### src/sv/vtpy_pkg.sv
`timescale 1ns / 1ps

package vtpy_pkg;

	// angle accumulator width, Q16 degrees, signed; covers 180 plus the full cordic sweep
	localparam int ACC_W = 26;
	localparam int ACC_FRAC = 16;

	// arctangent table length
	localparam int TABLE_LEN = 24;

	// inverse cordic gain, Q30
	localparam int GAIN_W = 30;
	localparam logic [GAIN_W-1:0] INV_GAIN_Q30 = 30'd652032874;

	// degree constants
	localparam int DEG_90 = 90;
	localparam int DEG_180 = 180;
	localparam int DEG_270 = 270;
	localparam int DEG_360 = 360;

	// atan(2^-i) in degrees, Q16, rounded to nearest
	localparam logic signed [ACC_W-1:0] ATAN_Q16 [TABLE_LEN] = '{
		26'sd2949120, 26'sd1740967, 26'sd919879, 26'sd466945,
		26'sd234379, 26'sd117304, 26'sd58666, 26'sd29335,
		26'sd14668, 26'sd7334, 26'sd3667, 26'sd1833,
		26'sd917, 26'sd458, 26'sd229, 26'sd115,
		26'sd57, 26'sd29, 26'sd14, 26'sd7,
		26'sd4, 26'sd2, 26'sd1, 26'sd0
	};

endpackage

### src/sv/vtpy_cordic_stage.sv
`timescale 1ns / 1ps

module vtpy_cordic_stage import vtpy_pkg::*; #(
	parameter int XW = 35,
	parameter int SW = 1,
	parameter int IDX = 0
) (
	input  logic                 clk,
	input  logic                 arst_n,
	input  logic                 en,
	input  logic                 valid_in,
	input  logic signed [XW-1:0] x_in,
	input  logic signed [XW-1:0] y_in,
	input  logic signed [ACC_W-1:0] acc_in,
	input  logic [SW-1:0]        side_in,
	output logic                 valid_out,
	output logic signed [XW-1:0] x_out,
	output logic signed [XW-1:0] y_out,
	output logic signed [ACC_W-1:0] acc_out,
	output logic [SW-1:0]        side_out
);

	logic                    valid_s1;
	logic signed [XW-1:0]    x_s1;
	logic signed [XW-1:0]    y_s1;
	logic signed [ACC_W-1:0] acc_s1;
	logic [SW-1:0]           side_s1;
	logic signed [XW-1:0]    xs;
	logic signed [XW-1:0]    ys;
	logic signed [XW-1:0]    x_nxt;
	logic signed [XW-1:0]    y_nxt;
	logic signed [ACC_W-1:0] acc_nxt;

	// one micro-rotation toward y = 0
	always_comb begin
		xs = x_in >>> IDX;
		ys = y_in >>> IDX;
		if (!y_in[XW-1]) begin
			x_nxt = x_in + ys;
			y_nxt = y_in - xs;
			acc_nxt = acc_in + ATAN_Q16[IDX];
		end else begin
			x_nxt = x_in - ys;
			y_nxt = y_in + xs;
			acc_nxt = acc_in - ATAN_Q16[IDX];
		end
	end

	// stage valid
	always_ff @(posedge clk or negedge arst_n) begin
		if (!arst_n) begin
			valid_s1 <= 1'b0;
		end else if (en) begin
			valid_s1 <= valid_in;
		end
	end

	// stage payload
	always_ff @(posedge clk) begin
		if (en) begin
			x_s1 <= x_nxt;
			y_s1 <= y_nxt;
			acc_s1 <= acc_nxt;
			side_s1 <= side_in;
		end
	end

	assign valid_out = valid_s1;
	assign x_out = x_s1;
	assign y_out = y_s1;
	assign acc_out = acc_s1;
	assign side_out = side_s1;

endmodule

### config.mk
export PLATFORM = sky130hd
export DESIGN_NAME = vtpy_cordic_stage
export DESIGN_NICKNAME = d
export VERILOG_FILES = /design/src/sv/vtpy_pkg.sv /design/src/sv/vtpy_cordic_stage.sv
export SDC_FILE = /design/constraint.sdc
export NUM_CORES = 1
export LEC_CHECK = 0
export BUFFER_PORTS_ARGS = -buffer_cell sky130_fd_sc_hd__buf_2
export CORE_MARGIN = 2
export CORE_UTILIZATION = 46
export DETAILED_ROUTE_END_ITERATION = 8
export PLACE_DENSITY_LB_ADDON = 0.15
export SLEW_MARGIN = 40
export SYNTH_ARGS = -nofsm -noshare
export SYNTH_HDL_FRONTEND = slang
export SYNTH_SLANG_ARGS = --single-unit
### constraint.sdc
create_clock -name clk -period 1 [get_ports clk]
set_input_delay 0.1 -clock clk [delete_from_list [all_inputs] [get_ports clk]]
set_output_delay 0.1 -clock clk [all_outputs]
set_load 0.05 [all_outputs]
==> results.toml <==
[run_status]
status = "finished with violations"
violations = "negative setup slack"

[worst_setup_path]
path_class = "in2reg"
startpoint_type = "input port"
cp_cell_sequence = "buf_8, ha_4, or4_4, a21o_1, a31oi_4, nor4_4, o21ai_4, a41oi_2, o41ai_2, a21oi_1, xnor2_1"
cp_max_fo = 3
max_stage_delay_ps = 560
endpoint_kind = "flop"
arrival_ps = 2700
crit_required_ps = 1110
slowest_stage = "or4_4"

[clocking]
cts.path.max_buffers = 2
clock-sinks = 97
clockRootBuffer = "clkbuf_16"
worstSkewPairLatency_ps = 360
clkTransAtPathRegs_ps = 80
cts_buffers = 9
cts_tree = "done"
h-tree-depth = 3

[layout]
fin_nets = 1944
area_growth_pct = 80.3
drive_above_1_share_pct = 52.4
postLayoutCellArea_um2 = 17100
finish.utilization_pct = 84.3

[drt]
ant_nets = 0
via_per_inst = 5.79
wl_per_cell_um = 21.7
postRouteWirelength_mm = 43.4
route.vias.total = 11600
drt_iter0_markers = 1265
first_pass_iters = 5
drc = 0

[synthesis]
synth_edf_count = 96
syn_area_um2 = 9460
yosysMostFrequentCell = "a21oi_1"
avgSynthCellArea_um2 = 8.55
ys_types = 71
synth-main-ff-cell = "edfxtp_1"
yosysSeqAreaShare_pct = 30.7
syn_inst = 1106
synth_common_cells = "a21oi_1, ha_1, inv_1"
synth_top_area_share_pct = 30.5
synth_nets = 1321
ys_ff_latch = 97
ys.warnings.count = 0
synth_area_leader_cell = "edfxtp_1"
ys_top_cells_by_area = "edfxtp_1, ha_1, a21oi_1, xnor2_1, inv_1"
async_flop_share_pct = 1.03

[power]
total_power_mw = 21.7
p_leak_nw = 7.63
ir_drop_mv = 0.915
powerDensity_nw_per_um2 = 1270

[grt]
overflow = 0
grt_antenna_before_repair = 0
grt_pass1_wl_mm = 61.7
grt_start_max_net_pins = 39
grt_usage_pct = 36.3
grt_pass1_vias = 11500

[sta]
worst_pin_slew_ps = 759
fin_crit_sh_pct = 259
maxSlewViolCount = 0
final-hold-violation-count = 0
finalHoldWorstSlack_ps = 54.7
setup_tns_ps = -82320
setup_ws_ps = -1590
max-slew-margin-rel_pct = 49.4
max_freq_mhz = 386
finalCriticalPeriod_ps = 2590
rsz0062_at_grt = "true"
setup_viol = 169
fin_skew_ps = 0

[floorplanning]
die_w_um = 147
dieArea_um2 = 21700
core_area_um2 = 20200
dieHeight_um = 147
num_rows = 52
start_util_pct = 46.7
ios = 199

[hold_path]
hp-class = "in2async"

[placed_design]
post_dp_cell_area_um2 = 14000
io_buffer_count = 198
gp_congestion = 0.974
hpwl_mm = 28.8

[job]
maxCapViolations = 0
critical path, delay by kind of cell:
| kind | cells | cell delay [ps] |
|---|---|---|
| fa+ha+maj | 1 | 250 |
| simple gates | 2 | 630 |
| xor+xnor | 1 | 190 |
| buf+inv | 1 | 100 |
| compound gates | 6 | 1420 |
where the power goes:
part           switching, mW  internal (mW)  total, mW
Clock                   1.93           1.76       3.70
Combinational           7.00           5.38       12.4
Sequential             0.354           5.32       5.67
Total                   9.29           12.5       21.7
worst paths after layout:
| path | from | to | slack [ps] | cells past startpoint |
|---|---|---|---|---|
| worst max register to register | valid_out | valid_out | 70 | 2 |
| worst min-delay path | arst_n | valid_out | 50 | 2 |
| worst max-delay path | y_in[9] | y_out[32] | -1590 | 11 |
| max in group asynchronous | arst_n | valid_out | 860 | 2 |
| min in group clk | x_in[34] | x_out[34] | 60 | 2 |
| worst min register to register | valid_out | valid_out | 680 | 2 |
sequential cells by signal (all words and copies together), names as in the netlist:
register   flops
x_out         35
y_out         34
acc_out       26
side_out       1
valid_out      1
area by class of cell:
cell class | instances | area (um^2)
multi-input combinational | 846 | 7480
timing repair buffer | 658 | 5530
fill | 1149 | 3180
sequential | 97 | 2910
inverter | 117 | 515
tap | 270 | 338
clock buffer | 10 | 229
clock inverter | 6 | 57.6
antenna | 2 | 5.00
per-stage QoR:
step                      std cells  setup WS (ps)
after floorplan                1106          -1450
after global placement         1920          -1810
after detailed placement       1920          -1830
after CTS                      1990          -1340
after global routing           2004          -1560
final                          2006          -1590
cells in the final DEF (no fill, tap or decap), drive strengths merged, types with 3 or more instances in the layout:
cell type,n
o31ai,10
clkbuf,10
a21o,19
a21oi,151
or4,6
inv,116
buf,639
nor2b,14
mux2i,15
a221oi,7
o21ai,84
a211oi,9
o21bai,40
a31oi,14
ha,110
xnor2,70
dlygate4sd3,19
nand2b,7
nand2,59
or3,8
o221ai,6
clkinv,6
nor3,16
edfxtp,96
nor4,8
fa,4
o211ai,12
or2,3
o21a,7
nor2,90
mux2,3
nand3,13
a211o,5
xor2,7
nand4,17
metal layers:
metal  wire length (um)  track usage (%)  up-vias  part of all wire, %
li1                   -                -     5219                    -
met1              17400             47.7     5533                   40
met2              20900             62.1      738                   48
met3               3470             4.14      130                  8.0
met4               1700             12.7        0                  3.9
met5                  0                0        -                    0
repair_timing:
item	4_1_cts	5_1_grt
setup buffers	45	29
hold buffers	19	0
hold endpoints to repair	19	0
resized for setup	415	147
pin swaps	108	104
setup endpoints to repair	172	172
kinds of logic (layout without fill, tap and decap cells):
group | count (synthesis) | count (layout) | share of synthesized area (%)
XOR/XNOR | 77 | 77 | 7.13
multiplexers | 18 | 18 | 1.94
AND/OR/NAND/NOR | 248 | 248 | 12.4
adder cells (fa/ha/maj) | 114 | 114 | 15.4
flip-flops | 97 | 97 | 30.7
buffers and inverters | 163 | 791 | 6.69
other | 0 | 2 | 0
AO/OA/AOI/OAI | 389 | 389 | 25.7
(Power assumes the default switching activity.)
