==> src/sv/vtpy_pkg.sv <==
`timescale 1ns / 1ps

package vtpy_pkg;

	// angle accumulator width, Q16 degrees, signed; covers 180 plus the full cordic sweep
	localparam int ACC_W = 26;
	localparam int ACC_FRAC = 16;

	// arctangent table length
	localparam int TABLE_LEN = 24;

	// inverse cordic gain, Q30
	localparam int GAIN_W = 30;
	localparam logic [GAIN_W-1:0] INV_GAIN_Q30 = 30'd652032874;

	// degree constants
	localparam int DEG_90 = 90;
	localparam int DEG_180 = 180;
	localparam int DEG_270 = 270;
	localparam int DEG_360 = 360;

	// atan(2^-i) in degrees, Q16, rounded to nearest
	localparam logic signed [ACC_W-1:0] ATAN_Q16 [TABLE_LEN] = '{
		26'sd2949120, 26'sd1740967, 26'sd919879, 26'sd466945,
		26'sd234379, 26'sd117304, 26'sd58666, 26'sd29335,
		26'sd14668, 26'sd7334, 26'sd3667, 26'sd1833,
		26'sd917, 26'sd458, 26'sd229, 26'sd115,
		26'sd57, 26'sd29, 26'sd14, 26'sd7,
		26'sd4, 26'sd2, 26'sd1, 26'sd0
	};

endpackage

==> src/sv/vtpy_gain.sv <==
`timescale 1ns / 1ps

module vtpy_gain import vtpy_pkg::*; #(
	parameter int XW = 35,
	parameter int SW = 1
) (
	input  logic                 clk,
	input  logic                 arst_n,
	input  logic                 en,
	input  logic                 valid_in,
	input  logic signed [XW-1:0] v_in,
	input  logic [SW-1:0]        side_in,
	output logic                 valid_out,
	output logic signed [XW-1:0] h_out,
	output logic [SW-1:0]        side_out
);

	localparam int CH = 32;
	localparam int NCH = (XW + CH - 1) / CH;
	localparam int PW = NCH * CH;
	localparam int PPW = CH + GAIN_W;
	localparam int SUMW = PW + GAIN_W;
	localparam logic [SUMW-1:0] ROUND_HALF = SUMW'(1) << (GAIN_W - 1);

	logic [PW-1:0]   v_pad;
	logic [PPW-1:0]  pp_s1 [NCH];
	logic [SW-1:0]   side_s1;
	logic            valid_s1;
	logic [SUMW-1:0] sum;
	logic [XW-1:0]   h_s2;
	logic [SW-1:0]   side_s2;
	logic            valid_s2;

	// length is non-negative, so its bits go in unsigned
	assign v_pad = PW'(unsigned'(v_in));

	// sum of partial products plus half an lsb, then drop the Q30 fraction
	always_comb begin
		sum = ROUND_HALF;
		for (int k = 0; k < NCH; k++) begin
			sum = sum + (SUMW'(pp_s1[k]) << (CH * k));
		end
	end

	// valid bits of both stages
	always_ff @(posedge clk or negedge arst_n) begin
		if (!arst_n) begin
			valid_s1 <= 1'b0;
			valid_s2 <= 1'b0;
		end else if (en) begin
			valid_s1 <= valid_in;
			valid_s2 <= valid_s1;
		end
	end

	// partial products, then the rounded sum
	always_ff @(posedge clk) begin
		if (en) begin
			for (int k = 0; k < NCH; k++) begin
				pp_s1[k] <= PPW'(v_pad[k*CH +: CH]) * PPW'(INV_GAIN_Q30);
			end
			side_s1 <= side_in;
			h_s2 <= sum[GAIN_W +: XW];
			side_s2 <= side_s1;
		end
	end

	assign valid_out = valid_s2;
	assign h_out = signed'(h_s2);
	assign side_out = side_s2;

endmodule

==> config.mk <==
export PLATFORM = sky130hd
export DESIGN_NAME = vtpy_gain
export DESIGN_NICKNAME = d
export VERILOG_FILES = /design/src/sv/vtpy_pkg.sv /design/src/sv/vtpy_gain.sv
export SDC_FILE = /design/constraint.sdc
export NUM_CORES = 1
export LEC_CHECK = 0
export BUFFER_PORTS_ARGS = -buffer_cell sky130_fd_sc_hd__buf_4
export CORE_MARGIN = 2
export CORE_UTILIZATION = 50
export CTS_CLUSTER_SIZE = 10
export DETAILED_ROUTE_END_ITERATION = 6
export GPL_ROUTABILITY_DRIVEN = 0
export PLACE_DENSITY = 0.72
export SLEW_MARGIN = 20
export SYNTH_ARGS = -nofsm -noshare
export SYNTH_HDL_FRONTEND = slang
export SYNTH_SLANG_ARGS = --single-unit
==> constraint.sdc <==
create_clock -name clk -period 3.5 [get_ports clk]
set_clock_uncertainty 0.2 [all_clocks]
set_input_delay 0.175 -clock clk [delete_from_list [all_inputs] [get_ports clk]]
set_output_delay 0.175 -clock clk [all_outputs]
set_load 0.05 [all_outputs]
==> impl_metrics.py <==
metrics = {
    "worst_setup_path": {
        "rrSetupSlack_ns": 0.32,
        "cpPeakStageDelay_ns": 0.54,
        "worst-path-stages": 24,
        "cp.required_ns": 3.39,
        "worstPathBufferInverterCount": 7,
        "path_class": "input port to flip-flop",
        "crit_path_top_delay_cell": "fa_1",
        "start_kind": "input port",
        "reg2regPathDepth": 9,
        "worst_setup_path_end_kind": "flip-flop",
        "cp_top_family": "adder cells",
        "worstPathCellList": "buf_8, clkinvlp_4, buf_4, fa_2, fa_1, inv_1, fa_1, fa_2, fa_1, fa_2, fa_1, inv_1, fa_1, inv_1, ha_4, a21oi_4, o21ai_4, a221oi_4, o21ai_2, nor4b_4, buf_6, nor2_4, a221o_1, xor2_1",
        "arrival_ns": 6.52,
        "crit_fanout": 4,
        "crit_path_frequent_cell": "fa_1",
    },
    "yosys": {
        "async_flop_share_pct": 1.923,
        "synth_seq_cells": 104,
        "synth_edf_count": 102,
        "ys_warn_count": 0,
        "syn_area_um2": 24020,
        "netlist_instances": 2349,
        "syn_area_per_cell_um2": 10.23,
        "yosysSeqAreaShare_pct": 12.96,
        "synth_ff_type": "edfxtp_1",
        "yosysUniqueCellTypes": 69,
        "synth_nets": 3244,
    },
    "layout": {
        "final-seq-area_um2": 3113,
        "final_nets": 3715,
        "diodes": 0,
        "syn_to_final_growth_pct": 25.17,
        "drive_gt1_share_pct": 24.74,
        "finalInstanceArea_um2": 30060,
        "final_util_pct": 63.23,
        "stdcell_count": 3440,
        "multi_input_area_um2": 19250,
        "nFillCells": 3536,
    },
    "place": {
        "port_buffers": 76,
        "dp_slack_ns": -3.658,
        "dp.cells": 3378,
        "place_area_um2": 28240,
        "post-dp-hpwl_mm": 55.81,
    },
    "detailed_routing": {
        "routed_via_density": 5.314,
        "drc_errors": 0,
        "wl_mm": 65.06,
        "drt-initial-drc-count": 1242,
        "vias": 18280,
        "wl_per_cell_um": 18.91,
        "dr.pass1.iters": 5,
        "antenna_left": 0,
    },
    "timing": {
        "slew_viol_final": 0,
        "period_minus_slack_ns": 6.624,
        "hold_viol_final": 0,
        "setup_ws_ns": -3.124,
        "worstMarginPinSlew_ns": 0.5920,
        "max_freq_mhz": 151.0,
        "timing.final.crit_share_pct": 189.2,
        "grt_setup_unrepaired": "true",
        "maxSlewHeadroom_pct": 60.54,
        "setup_viol": 33,
    },
    "flow_run": {
        "drv_cap": 0,
    },
    "grt": {
        "grtUsageTotal_pct": 26.95,
        "grt_pass1_wl_mm": 105.1,
        "antenna_found_initial": 0,
        "grt_pass1_vias": 20390,
        "grt_max_degree": 50,
        "overflow": 0,
    },
    "floorplanning": {
        "coreArea_um2": 47550,
        "start_util_pct": 50.52,
        "die_height_um": 223.2,
        "num_rows": 80,
        "ios": 77,
        "die_w_um": 223.2,
        "die_area_um2": 49810,
    },
    "worst_hold_path": {
        "hold_path.class": "input port to flip-flop",
        "holdPathStages": 1,
    },
    "clock_network": {
        "cts_buffer_depth": 2,
        "insertion_delay_ns": 0.35,
        "numCtsBuffers": 9,
        "path_clk_slew_ns": 0.07,
        "htreeDepth": 3,
        "clock_sinks": 104,
        "cts_root_buf": "clkbuf_16",
        "cts_tree": "yes",
    },
    "status": {
        "violations": "negative setup slack",
        "status": "finished, violations left",
    },
}
## cells by family (layout without fill, tap and decap cells)
kind of cell / Yosys count / count (layout) / synth area share (%)
flip-flops: 104 / 104 / 12.96
multiplexers: 4 / 4 / 0.1771
XOR/XNOR: 82 / 82 / 2.990
AND/OR/NAND/NOR: 254 / 254 / 5.131
buffers and inverters: 744 / 1220 / 11.68
adder cells (fa/ha/maj): 855 / 855 / 58.88
AO/OA/AOI/OAI: 306 / 306 / 8.173
## timing repair
item,CTS,global route
endpoints found under the setup margin,33,44
setup buffers,20,24
pin swaps,82,55
hold endpoints to repair,7,0
resized for setup,147,84
hold buffers,7,0
## path summary, 6_finish.rpt
check	endpoint	from
max	pp_s1[0][52]	v_in[9]
min	side_out	en
max reg2reg	h_out[31]	pp_s1[0][39]
min reg2reg	side_out	side_s1
max in group asynchronous	valid_out	arst_n
min in group asynchronous	valid_s1	arst_n
## synth_stat cells (9+ instances only)
cell      instances  area [um2]
nand2_1          87       326.6
nor2_1           53       198.9
o21ai_1           9       45.04
o21ai_0          57       285.3
fa_1            459        9189
a21oi_1         112       560.5
edfxtp_1        102        3063
and3_1           12       75.07
a21o_1           23       172.7
inv_1           717        2691
nand3_1          29       145.1
xnor2_1          58       508.0
a31oi_1          17       106.4
xor2_1           24       210.2
nand4_1          13       81.33
ha_1            396        4955
o21bai_1          9       67.56
buf_2            11       55.05
o211ai_1         10       75.07
nor2b_1          13       81.33
nor3_1           15       75.07
clkbuf_1         15       56.30
## state kept, by name, indices dropped and copies added (netlist names)
register / flops
side_s1: 1
h_out: 35
pp_s1: 65
valid_s1: 1
side_out: 1
valid_out: 1
## through the flow
stage	setup TNS, ns	hold WS [ns]
floorplan	-89.03	-0.3206
global placement	-107.68	-0.2437
detailed placement	-110.10	-0.2410
CTS	-93.66	0.1636
global route	-103.49	0.1824
finish	-96.42	0.1512
## per-layer routing
layer	GRT usage, %	wire length, um	up-vias	part of all wire (%)
met2	47.53	32090	739	49
met4	10.07	2914	0	4.5
met3	3.082	4179	205	6.4
met1	34.17	25880	9028	40
li1	-	-	8308	-
met5	0	0	-	0
## cell usage in the layout, fill, tap and decap left out, types with 10 or more instances in the layout
| cell type | synthesis | final |
|---|---|---|
| a21o_1 | 23 | 23 |
| a21oi_1 | 112 | 89 |
| a21oi_2 | 5 | 22 |
| buf_4 | 0 | 441 |
| buf_6 | 0 | 32 |
| clkinvlp_4 | 0 | 11 |
| edfxtp_1 | 102 | 102 |
| fa_1 | 459 | 446 |
| fa_2 | 0 | 13 |
| ha_1 | 396 | 354 |
| ha_4 | 0 | 36 |
| inv_1 | 717 | 689 |
| inv_2 | 0 | 17 |
| nand2_1 | 87 | 75 |
| nand3_1 | 29 | 26 |
| nand4_1 | 13 | 13 |
| nor2_1 | 53 | 49 |
| nor2b_1 | 13 | 12 |
| nor3_1 | 15 | 13 |
| o211ai_1 | 10 | 10 |
| o21ai_0 | 57 | 41 |
| o21ai_1 | 9 | 16 |
| xnor2_1 | 58 | 53 |
| xor2_1 | 24 | 23 |
## area by class of cell
cell class | count | area share, %
flip-flops and latches | 104 | 10.35
clock inverters | 7 | 0.3995
repair buffers | 487 | 12.81
inverters | 717 | 9.089
well taps | 615 | 2.560
multi-input cells | 1501 | 64.04
clock buffers | 9 | 0.7491
Power is left out: the tool's default activity adds up to more than one toggle a clock period on the data nets, which glitch-free logic cannot reach.
